===== config.mk =====
export PLATFORM = sky130hd
export DESIGN_NAME = dual_channel_tof_averager_flat
export DESIGN_NICKNAME = d
export VERILOG_FILES = /design/src/hdl/dcta_pkg.sv /design/src/hdl/dcta_if.sv /design/src/hdl/dcta_ring.sv /design/src/hdl/dual_channel_tof_averager.sv /design/src/flat_wrapper.sv
export SDC_FILE = /design/constraint.sdc
export NUM_CORES = 2
export LEC_CHECK = 0
export BUFFER_PORTS_ARGS = -buffer_cell sky130_fd_sc_hd__buf_2
export CORE_MARGIN = 2
export CORE_UTILIZATION = 25
export CTS_CLUSTER_DIAMETER = 150
export DETAILED_ROUTE_END_ITERATION = 6
export GPL_ROUTABILITY_DRIVEN = 1
export HOLD_SLACK_MARGIN = 0.1
export SLEW_MARGIN = 20
export SYNTH_ARGS = -nofsm -noshare
export SYNTH_HDL_FRONTEND = slang
export SYNTH_HIERARCHICAL = 1
export SYNTH_SLANG_ARGS = --single-unit

===== constraint.sdc =====
create_clock -name clk -period 9.5 [get_ports clk]
set_input_delay 1.9 -clock clk [delete_from_list [all_inputs] [get_ports clk]]
set_output_delay 1.9 -clock clk [all_outputs]
set_load 0.03 [all_outputs]

===== src/hdl/dcta_pkg.sv =====
// ----------------------------------------------------------------------------
// dcta_pkg
// Shared constants and types of the dual-channel time-of-flight averager.
// ----------------------------------------------------------------------------
`default_nettype none

package dcta_pkg;

  localparam int WINDOW     = 100;
  localparam int STAMP_W    = 16;
  localparam int SUM_W      = 23;
  localparam int IDX_W      = $clog2(WINDOW);
  localparam int RING_DEPTH = 2 * WINDOW;
  localparam int ADDR_W     = $clog2(RING_DEPTH);

  // divide by WINDOW as multiply by rounded-up reciprocal, exact for SUM_W-bit sums
  localparam int              DIV_SHIFT = SUM_W + $clog2(WINDOW);
  localparam int              MULT_W    = SUM_W + 1;
  localparam longint unsigned DIV_MULT  =
    ((64'd1 << DIV_SHIFT) + longint'(WINDOW) - 64'd1) / longint'(WINDOW);
  localparam int              PROD_W    = SUM_W + MULT_W;

  localparam logic [IDX_W-1:0]  IDX_LAST    = IDX_W'(WINDOW - 1);
  localparam logic [ADDR_W-1:0] HIGH_BASE   = ADDR_W'(WINDOW);
  localparam logic [MULT_W-1:0] DIV_MULT_C  = MULT_W'(DIV_MULT);

  typedef enum logic {
    ACT_STAMPS = 1'b0,
    ACT_WIDTH  = 1'b1
  } action_t;

  typedef struct packed {
    logic               en;
    logic [ADDR_W-1:0]  addr;
    logic [STAMP_W-1:0] data;
  } ring_wr_t;

endpackage

`default_nettype wire


===== src/hdl/dcta_if.sv =====
// ----------------------------------------------------------------------------
// dcta_if
// Capture and result channel interfaces of the time-of-flight averager.
// ----------------------------------------------------------------------------
`default_nettype none

interface dcta_capture_if;
  logic        valid;
  logic        ready;
  logic        action;
  logic [15:0] start_stamp;
  logic [15:0] stop_stamp;
  logic [15:0] measured_width;
  logic        channel;

  modport source (output valid, action, start_stamp, stop_stamp, measured_width, channel,
                  input ready);
  modport sink   (input valid, action, start_stamp, stop_stamp, measured_width, channel,
                  output ready);
endinterface

interface dcta_result_if;
  logic        valid;
  logic        ready;
  logic        channel_out;
  logic [15:0] flight_ticks;
  logic        average_valid;
  logic [15:0] average_ticks;

  modport source (output valid, channel_out, flight_ticks, average_valid, average_ticks,
                  input ready);
  modport sink   (input valid, channel_out, flight_ticks, average_valid, average_ticks,
                  output ready);
endinterface

`default_nettype wire


===== src/hdl/dcta_ring.sv =====
// ----------------------------------------------------------------------------
// dcta_ring
// Sample store of both channels: one write port, one registered read port.
// ----------------------------------------------------------------------------
`default_nettype none

module dcta_ring
  import dcta_pkg::*;
(
  input  wire logic               clk,
  input  wire ring_wr_t           wr,
  input  wire logic               rd_en,
  input  wire logic [ADDR_W-1:0]  rd_addr,
  output logic      [STAMP_W-1:0] rd_data
);

  logic [STAMP_W-1:0] mem [RING_DEPTH];

  always_ff @(posedge clk) begin
    if (wr.en) begin
      mem[wr.addr] <= wr.data;
    end
  end

  always_ff @(posedge clk) begin
    if (rd_en) begin
      rd_data <= mem[rd_addr];
    end
  end

endmodule

`default_nettype wire


===== src/hdl/dual_channel_tof_averager.sv =====
// ----------------------------------------------------------------------------
// dual_channel_tof_averager
// Time-of-flight capture with a per-channel moving average over WINDOW samples.
//
// Usage:
//   capture: one word per event; action selects stamp pair (stop - start,
//            modulo 65536) or measured width, channel selects the ring.
//   result : one word per event: channel, flight time, ring-filled flag and
//            the truncated mean of the channel ring (zero until filled).
//   Throughput one word per cycle while the receiver takes results. Stage 1
//   reads the old ring sample on capture accept, stage 2 updates the running
//   sum and writes the ring, and the output register takes the sum divided
//   by WINDOW through a reciprocal multiply.
//   Each stage holds its word while the next one is full, so a stalled
//   receiver fills the pipeline and then drops capture ready; nothing is
//   lost or repeated.
//   Reset empties the pipeline and clears ring indices, sums and filled
//   flags at once; the old sample is ignored until a ring has filled, so
//   the sample store needs no clearing pass.
// ----------------------------------------------------------------------------
`default_nettype none

module dual_channel_tof_averager
  import dcta_pkg::*;
(
  input  wire logic  clk,
  input  wire logic  rst,
  dcta_capture_if.sink   capture,
  dcta_result_if.source  result
);

  logic [IDX_W-1:0] write_index [2];
  logic [SUM_W-1:0] running_sum [2];
  logic             ring_full   [2];

  // stage 1
  logic               v1;
  logic               ch1;
  logic [STAMP_W-1:0] flight1;
  logic               full_old1;
  logic               full_new1;
  logic [ADDR_W-1:0]  addr1;
  logic [STAMP_W-1:0] old_sample;

  // stage 2
  logic               v2;
  logic               ch2;
  logic [STAMP_W-1:0] flight2;
  logic               full2;
  logic [SUM_W-1:0]   sum2;

  // output
  logic               vo;

  logic adv1;
  logic adv2;
  logic accept;

  logic               in_ch;
  logic [STAMP_W-1:0] in_flight;
  logic [IDX_W-1:0]   in_idx;
  logic               in_wrap;
  logic [ADDR_W-1:0]  in_addr;
  logic [SUM_W-1:0]   sum_next;
  logic [PROD_W-1:0]  prod;
  ring_wr_t           ring_wr;

  assign adv2   = v2 && (!vo || result.ready);
  assign adv1   = v1 && (!v2 || adv2);
  assign capture.ready = !v1 || adv1;
  assign accept = capture.valid && capture.ready;

  always_comb begin
    in_ch     = capture.channel;
    in_flight = (action_t'(capture.action) == ACT_WIDTH)
              ? capture.measured_width
              : capture.stop_stamp - capture.start_stamp;
    in_idx    = write_index[in_ch];
    in_wrap   = (in_idx == IDX_LAST);
    in_addr   = in_ch ? HIGH_BASE + ADDR_W'(in_idx) : ADDR_W'(in_idx);
  end

  always_comb begin
    sum_next = running_sum[ch1]
             - (full_old1 ? SUM_W'(old_sample) : '0)
             + SUM_W'(flight1);
    ring_wr.en   = adv1;
    ring_wr.addr = addr1;
    ring_wr.data = flight1;
  end

  assign prod = PROD_W'(sum2) * PROD_W'(DIV_MULT_C);

  dcta_ring u_ring (
    .clk     (clk),
    .wr      (ring_wr),
    .rd_en   (accept),
    .rd_addr (in_addr),
    .rd_data (old_sample)
  );

  always_ff @(posedge clk) begin
    if (rst) begin
      v1 <= 1'b0;
      v2 <= 1'b0;
      vo <= 1'b0;
      for (int c = 0; c < 2; c++) begin
        write_index[c] <= '0;
        running_sum[c] <= '0;
        ring_full[c]   <= 1'b0;
      end
    end else begin
      if (accept) begin
        write_index[in_ch] <= in_wrap ? '0 : in_idx + 1'b1;
        if (in_wrap) begin
          ring_full[in_ch] <= 1'b1;
        end
      end
      if (capture.ready) begin
        v1 <= capture.valid;
      end
      if (adv1) begin
        running_sum[ch1] <= sum_next;
      end
      if (!v2 || adv2) begin
        v2 <= adv1;
      end
      if (!vo || result.ready) begin
        vo <= adv2;
      end
    end
  end

  always_ff @(posedge clk) begin
    if (accept) begin
      ch1       <= in_ch;
      flight1   <= in_flight;
      full_old1 <= ring_full[in_ch];
      full_new1 <= ring_full[in_ch] || in_wrap;
      addr1     <= in_addr;
    end
    if (adv1) begin
      ch2     <= ch1;
      flight2 <= flight1;
      full2   <= full_new1;
      sum2    <= sum_next;
    end
    if (adv2) begin
      result.channel_out   <= ch2;
      result.flight_ticks  <= flight2;
      result.average_valid <= full2;
      result.average_ticks <= full2 ? prod[DIV_SHIFT +: STAMP_W] : '0;
    end
  end

  assign result.valid = vo;

endmodule

`default_nettype wire

===== src/flat_wrapper.sv =====
// flat-port wrapper written by rule: the top's interface ports become plain ports
module dual_channel_tof_averager_flat import dcta_pkg::*;
  (clk, rst, capture_valid, capture_action, capture_start_stamp, capture_stop_stamp, capture_measured_width, capture_channel, capture_ready, result_valid, result_channel_out, result_flight_ticks, result_average_valid, result_average_ticks, result_ready);
  dcta_capture_if capture_i ();
  dcta_result_if result_i ();
  input  wire logic clk;
  input  wire logic rst;
  input wire logic [$bits(capture_i.valid)-1:0] capture_valid;
  input wire logic [$bits(capture_i.action)-1:0] capture_action;
  input wire logic [$bits(capture_i.start_stamp)-1:0] capture_start_stamp;
  input wire logic [$bits(capture_i.stop_stamp)-1:0] capture_stop_stamp;
  input wire logic [$bits(capture_i.measured_width)-1:0] capture_measured_width;
  input wire logic [$bits(capture_i.channel)-1:0] capture_channel;
  output wire logic [$bits(capture_i.ready)-1:0] capture_ready;
  output wire logic [$bits(result_i.valid)-1:0] result_valid;
  output wire logic [$bits(result_i.channel_out)-1:0] result_channel_out;
  output wire logic [$bits(result_i.flight_ticks)-1:0] result_flight_ticks;
  output wire logic [$bits(result_i.average_valid)-1:0] result_average_valid;
  output wire logic [$bits(result_i.average_ticks)-1:0] result_average_ticks;
  input wire logic [$bits(result_i.ready)-1:0] result_ready;
  assign capture_i.valid = capture_valid;
  assign capture_i.action = capture_action;
  assign capture_i.start_stamp = capture_start_stamp;
  assign capture_i.stop_stamp = capture_stop_stamp;
  assign capture_i.measured_width = capture_measured_width;
  assign capture_i.channel = capture_channel;
  assign capture_ready = capture_i.ready;
  assign result_valid = result_i.valid;
  assign result_channel_out = result_i.channel_out;
  assign result_flight_ticks = result_i.flight_ticks;
  assign result_average_valid = result_i.average_valid;
  assign result_average_ticks = result_i.average_ticks;
  assign result_i.ready = result_ready;
  dual_channel_tof_averager u_core (.clk(clk), .rst(rst), .capture(capture_i), .result(result_i));
endmodule

Word-level counts from Yosys, hierarchy flattened
Memory sizes are Yosys's and may differ from the RTL's. A register that Yosys moved wholly into a read port is not among the register bits.
Cells that the tools add are included.
Storage, ports and cells
  register bits: 105
  memory bits (writable): 3262
  bits of input ports: 54
  output and inout port bits: 36
  logic and storage cells: 67
  memories kept: 4
Memories
  u_core.u_ring.mem: words 200, bits a word 16, read ports 1, clocked after Yosys merged registers in 1, write ports 1, line dcta_ring.sv:17  | logic [STAMP_W-1:0] mem [RING_DEPTH];
  u_core.running_sum: words 2, bits a word 23, read ports 1, clocked after Yosys merged registers in 1, write ports 2, line dual_channel_tof_averager.sv:33  | logic [SUM_W-1:0] running_sum [2];
  u_core.write_index: words 2, bits a word 7, read ports 1, clocked after Yosys merged registers in 0, write ports 2, line dual_channel_tof_averager.sv:32  | logic [IDX_W-1:0] write_index [2];
  u_core.ring_full: words 2, bits a word 1, read ports 1, clocked after Yosys merged registers in 0, write ports 2, line dual_channel_tof_averager.sv:34  | logic ring_full [2];
Cells by class
  $add $sub $neg: 5
  multipliers: 1
  equal/unequal tests: 1
  multiplexer cells: 27
  reduce and logical (&&, ||, !) cells: 13
Operators with widths (count)
  multiplier 23 x 24 -> 46 bit (second input constant): 1
  two-way mux 16 bit: 2
  adder 23 x 16 -> 23 bit: 1
  two-way mux 23 bit: 1
  OR reduction 23 bit: 1
  subtractor 23 bit: 1
  two-way mux 1 bit: 21
  subtractor 16 bit: 1
  two-way mux 7 bit: 2
  adder 7 x 7 -> 8 bit (first input constant): 1
  two-way mux 8 bit: 1
  adder 7 x 1 -> 7 bit (second input constant): 1
  == test 7 bit (second input constant): 1
  OR reduction 7 bit: 1
  logical OR 1 bit: 4
  logical AND 1 bit: 3
  zero test 1 bit: 3
  OR reduction 1 bit: 1

Depth between registers and ports, before layout
  depth in word-level cells: 12
  gate-level depth with buffers: 25
  mapped depth without buffers: 25

Cells and area by module
The synthesis kept the hierarchy.
By module, submodules not included
  dcta_ring: times used 1, cells an instance 5270, area an instance 123542.2 um^2, seq. area each 96572.6 um^2
  dual_channel_tof_averager: times used 1, cells an instance 1658, area an instance 17775.8 um^2, seq. area each 4984.8 um^2

Worst setup path after synthesis
Ideal clock, no wire load.
  kind: register to register
  from: reg u_core.sum2[6]
  to: reg u_core.result.average_ticks[13] (data pin)
  setup time: 255 ps
  data arrival time: 6316 ps
  data required time: 9245 ps
  path slack: 2929 ps
  stages on the path, launching flop included: 24
  buffers on the path: 0
  period minus slack after synthesis: 6571 ps
  cell sequence: edfxtp_1 inv_1 fa_1 inv_1 fa_1 inv_1 fa_1 fa_1 inv_1 fa_1 fa_1 inv_1 fa_1 inv_1 ha_1 and3_1 o21ai_2 nor2_1 o41a_1 o31a_1 a221o_2 a31oi_4 xnor2_1 and2_1
On the way
  longest elaborated chain between the ends: 1
RTL lines
  from (decl): line dual_channel_tof_averager.sv:50  | logic [SUM_W-1:0] sum2;
  from (signal assigned): line dual_channel_tof_averager.sv:146  | sum2 <= sum_next;
  multiplier 23 x 24 -> 46 bit: line dual_channel_tof_averager.sv:92  | assign prod = PROD_W'(sum2) * PROD_W'(DIV_MULT_C);
  to (signal assigned): line dual_channel_tof_averager.sv:152  | result.average_ticks <= full2 ? prod[DIV_SHIFT +: STAMP_W] : '0;
  to (decl): line dcta_if.sv:30  | modport source (output valid, channel_out, flight_ticks, average_valid, average_ticks,
No other way between the ends.
A chain may end at the register's enable or synchronous reset.

Final worst setup path
Ends and elaborated chain as after synthesis.

==> flow_summary_export.csv <==
group,metric,value,unit
setup_path,r2r_setup_slack,2490,ps
synthesis,ys_types,78,
drt,drcViolationCount,0,
synthesis,synth_enable_flop_cells,3378,
drt,ant_nets,0,
power,sequentialPowerShare,0.307,
setup_path,cp.required,10170,ps
drt,routedWlPerCell,25.18,um
die,core-area,563900,um^2
sta,maxSlewHeadroom,0.1373,
setup_path,reg2reg_depth,23,
die,fp.dieW,755.8,um
power,p_leak,52.45,nW
status,outcome,"completed",
setup_path,endpoint_kind,"register",
power,p_sw,20.99,mW
synthesis,async_reset_ff_frac,0,
setup_path,crit_chain,"inv_1, fa_1, inv_1, fa_1, inv_1, fa_1, fa_1, inv_1, fa_1, fa_1, inv_1, fa_1, inv_1, ha_1, and3_1, o21ai_2, nor2_1, o41a_1, o31a_1, a221o_2, a31oi_4, xnor2_1, and2_1",
synthesis,ys.flop_type,"edfxtp_1",
place,gp_congestion,0.8463,
sta,tns,0,ps
setup_path,timing.rr.end,"u_core/result.average_ticks[13]",
job,max_cap_violations,0,
place,preCtsSetupSlack,1780,ps
clock_tree,postCtsHoldBufs,0,
synthesis,synth_seq_area_share,0.7186,
synthesis,syn-instance-count,6928,
sta,setup_violations,0,
clock_tree,cts_sinks,3384,
die,die_area,571300,um^2
sta,drv_slew,0,
synthesis,synth.avg_cell_area,20.40,um^2
power,swShare,0.3722,
setup_path,start_kind,"register",
sta,skew,66.79,ps
power,ir_worst_vdd,1.841,mV
setup_path,max_stage_delay,540,ps
sta,hold_viol,0,
drt,routed_wl,381.5,mm
power,comb_power_share,0.456,
setup_path,cpMaxStageDelayCell,"edfxtp_1",
global_routing,grt_antenna_before_repair,33,
power,p_clk_frac,0.237,
layout,fin_nets,7917,
setup_path,worst-path-max-fanout,7,
drt,drt_iter0_drc,9128,
sta,finalCritPeriodShare,0.7379,
layout,drive_above_1_share,0.2531,
power,p_int,35.40,mW
worst_hold_path,min-delay-start,"u_core/flight2[2]",
synthesis,synth_fp_nets,7474,
die,ioPinCount,90,
setup_path,arrival,7680,ps
layout,n_fill_cell,54580,
die,dieHeight,755.8,um
layout,final_cell_mix,"edfxtp_1, mux4_2, inv_1, clkbuf_16, buf_4",
global_routing,grt_max_degree,202,
clock_tree,clk_path_buf_depth,4,
clock_tree,path_clk_slew,60,ps
layout,area_growth,15.79,%
die,rows,276,
sta,fin_ws,2490,ps
power,power.density,344.6,nW/um^2
die,initial_core_util,0.2506,
clock_tree,tritoncts,"done",
clock_tree,root_buffer,"clkbuf_16",
place,portBuffers,89,
global_routing,grt-ovfl-total,0,
sta,tightestPinTransition,1294,ps
clock_tree,cts_buffers,346,
worst_hold_path,hp-class,"reg -> reg",
synthesis,synth_warnings,6,
worst_hold_path,hold_end,"u_core/result.flight_ticks[2]",
power,p_total,56.39,mW
sta,min_period,7010,ps
sta,max_freq,0.1427,GHz
clock_tree,insertion_delay,950,ps
global_routing,grt_pass1_wl,543.4,mm
setup_path,r2r_start,"u_core/sum2[6]",
drt,avgViaCountPerCell,4.699,
drt,drt-pass1-iter-count,5,
synthesis,netlist_area,141300,um^2
layout,final_common_cell,"edfxtp_1",
setup_path,criticalPathCategory,"reg -> reg",
setup_path,crit_top_cell,"fa_1",
global_routing,track_usage,0.1295,
worst_hold_path,whs_path_depth,0,
clock_tree,cts_resized,0,
clock_tree,cts_setup_buffers,0,
sta,grt_setup_unrepaired,"false",
drt,vias,71190,
synthesis,synth-seq-cells,3384,
place,place.detailed.hpwl,237.1,mm
clock_tree,h-tree-depth,5,
global_routing,grt_pass1_vias,72370,
[cell families (layout without fill, tap and decap cells)]
family	count (synthesis)	count (layout)	share of synthesized area
fa+ha+maj	492	492	0.05477
xor+xnor	55	55	0.003409
other cells	0	10	0
mux	1021	1021	0.1504
simple gates	751	751	0.02460
buf+inv	743	1451	0.02460
flops	3384	3384	0.7186
compound gates	482	482	0.02360
[sequential cells by signal (all words and copies together), names as in the netlist, 2 cells and up, named ones only]
register,count
u_core/sum2,23
u_core/u_ring/rd_data,16
u_core/result.flight_ticks,16
u_core/addr1,8
u_core/running_sum,46
u_core/write_index,14
u_core/u_ring/mem,3200
u_core/flight1,16
u_core/flight2,16
u_core/ring_full,2
u_core/result.average_ticks,16
[routing by layer]
metal	vias to the layer above	wire, um	global-route usage
met5	-	54	0
met4	8	11720	0.03891
met3	569	31860	0.02039
met2	3358	182700	0.2127
met1	38330	155100	0.1769
li1	28930	-	-
[how the worst max path moves through the flow]
stage	start	end	cells after the start
3_3_place_gp	capture_channel	u_core/u_ring/rd_data[9]	12
5_1_grt	u_core/sum2[6]	u_core/result.average_ticks[10]	23
2_1_floorplan	u_core/sum2[6]	u_core/result.average_ticks[13]	23
4_1_cts	u_core/sum2[6]	u_core/result.average_ticks[13]	23
3_5_place_dp	capture_channel	u_core/u_ring/rd_data[12]	11
6_report	u_core/sum2[6]	u_core/result.average_ticks[13]	23
[final cells by class]
| type | instances | area, um^2 | share of cell area |
|---|---|---|---|
| sequential | 3384 | 101600 | 0.6206 |
| multi-input combinational | 2801 | 36840 | 0.2252 |
| tap | 7506 | 9392 | 0.05739 |
| clock buffer | 426 | 9065 | 0.05540 |
| timing repair buffer | 413 | 3223 | 0.01970 |
| clock inverter | 187 | 1931 | 0.01180 |
| inverter | 425 | 1597 | 0.009757 |
| antenna | 10 | 25.02 | 0.0001529 |
[power by group through the flow]
stage                     Sequential (mW)  Clock, mW  Combinational, mW
final                                17.3       13.4               25.7
after global routing                 17.3       14.1               29.2
after CTS                            17.3       13.6               25.8
after detailed placement             17.6          0               25.5
after global placement               17.6          0               25.7
after floorplan                      17.9          0               18.3
[worst max-delay path, delay by kind of cell, from the launching register on]
| family | cells | cell delay [ps] |
|---|---|---|
| adder cells (fa/ha/maj) | 8 | 3760 |
| AO/OA/AOI/OAI | 5 | 1510 |
| flip-flops | 1 | 540 |
| AND/OR/NAND/NOR | 3 | 440 |
| buffers and inverters | 6 | 430 |
| XOR/XNOR | 1 | 90 |
[through the flow]
step | util | instances | hold WS (ps) | area (um^2)
6_report | 0.2902 | 15150 | 422.7 | 163600
5_1_grt | 0.2901 | 15140 | 429.1 | 163600
4_1_cts | 0.2900 | 15140 | 424.4 | 163500
3_5_place_dp | 0.2705 | 14530 | 409.9 | 152500
3_3_place_gp | 0.2702 | 14520 | 410.6 | 152300
2_1_floorplan | - | 6928 | 400.3 | 141300
[cell usage after synthesis, drive strengths merged, types with 56 or more instances]
library cell / n / area, um^2
mux2i: 124 / 1241
edfxtp: 3378 / 101400
nor2: 328 / 1231
a21oi: 91 / 455.4
clkbuf: 115 / 434.2
nand2: 140 / 525.5
inv: 425 / 1595
a211oi: 56 / 425.4
ha: 281 / 3516
mux4: 880 / 19820
o21ai: 68 / 344.1
fa: 211 / 4224
buf: 203 / 1446
Note: power is estimated with default switching activity, not from simulation.
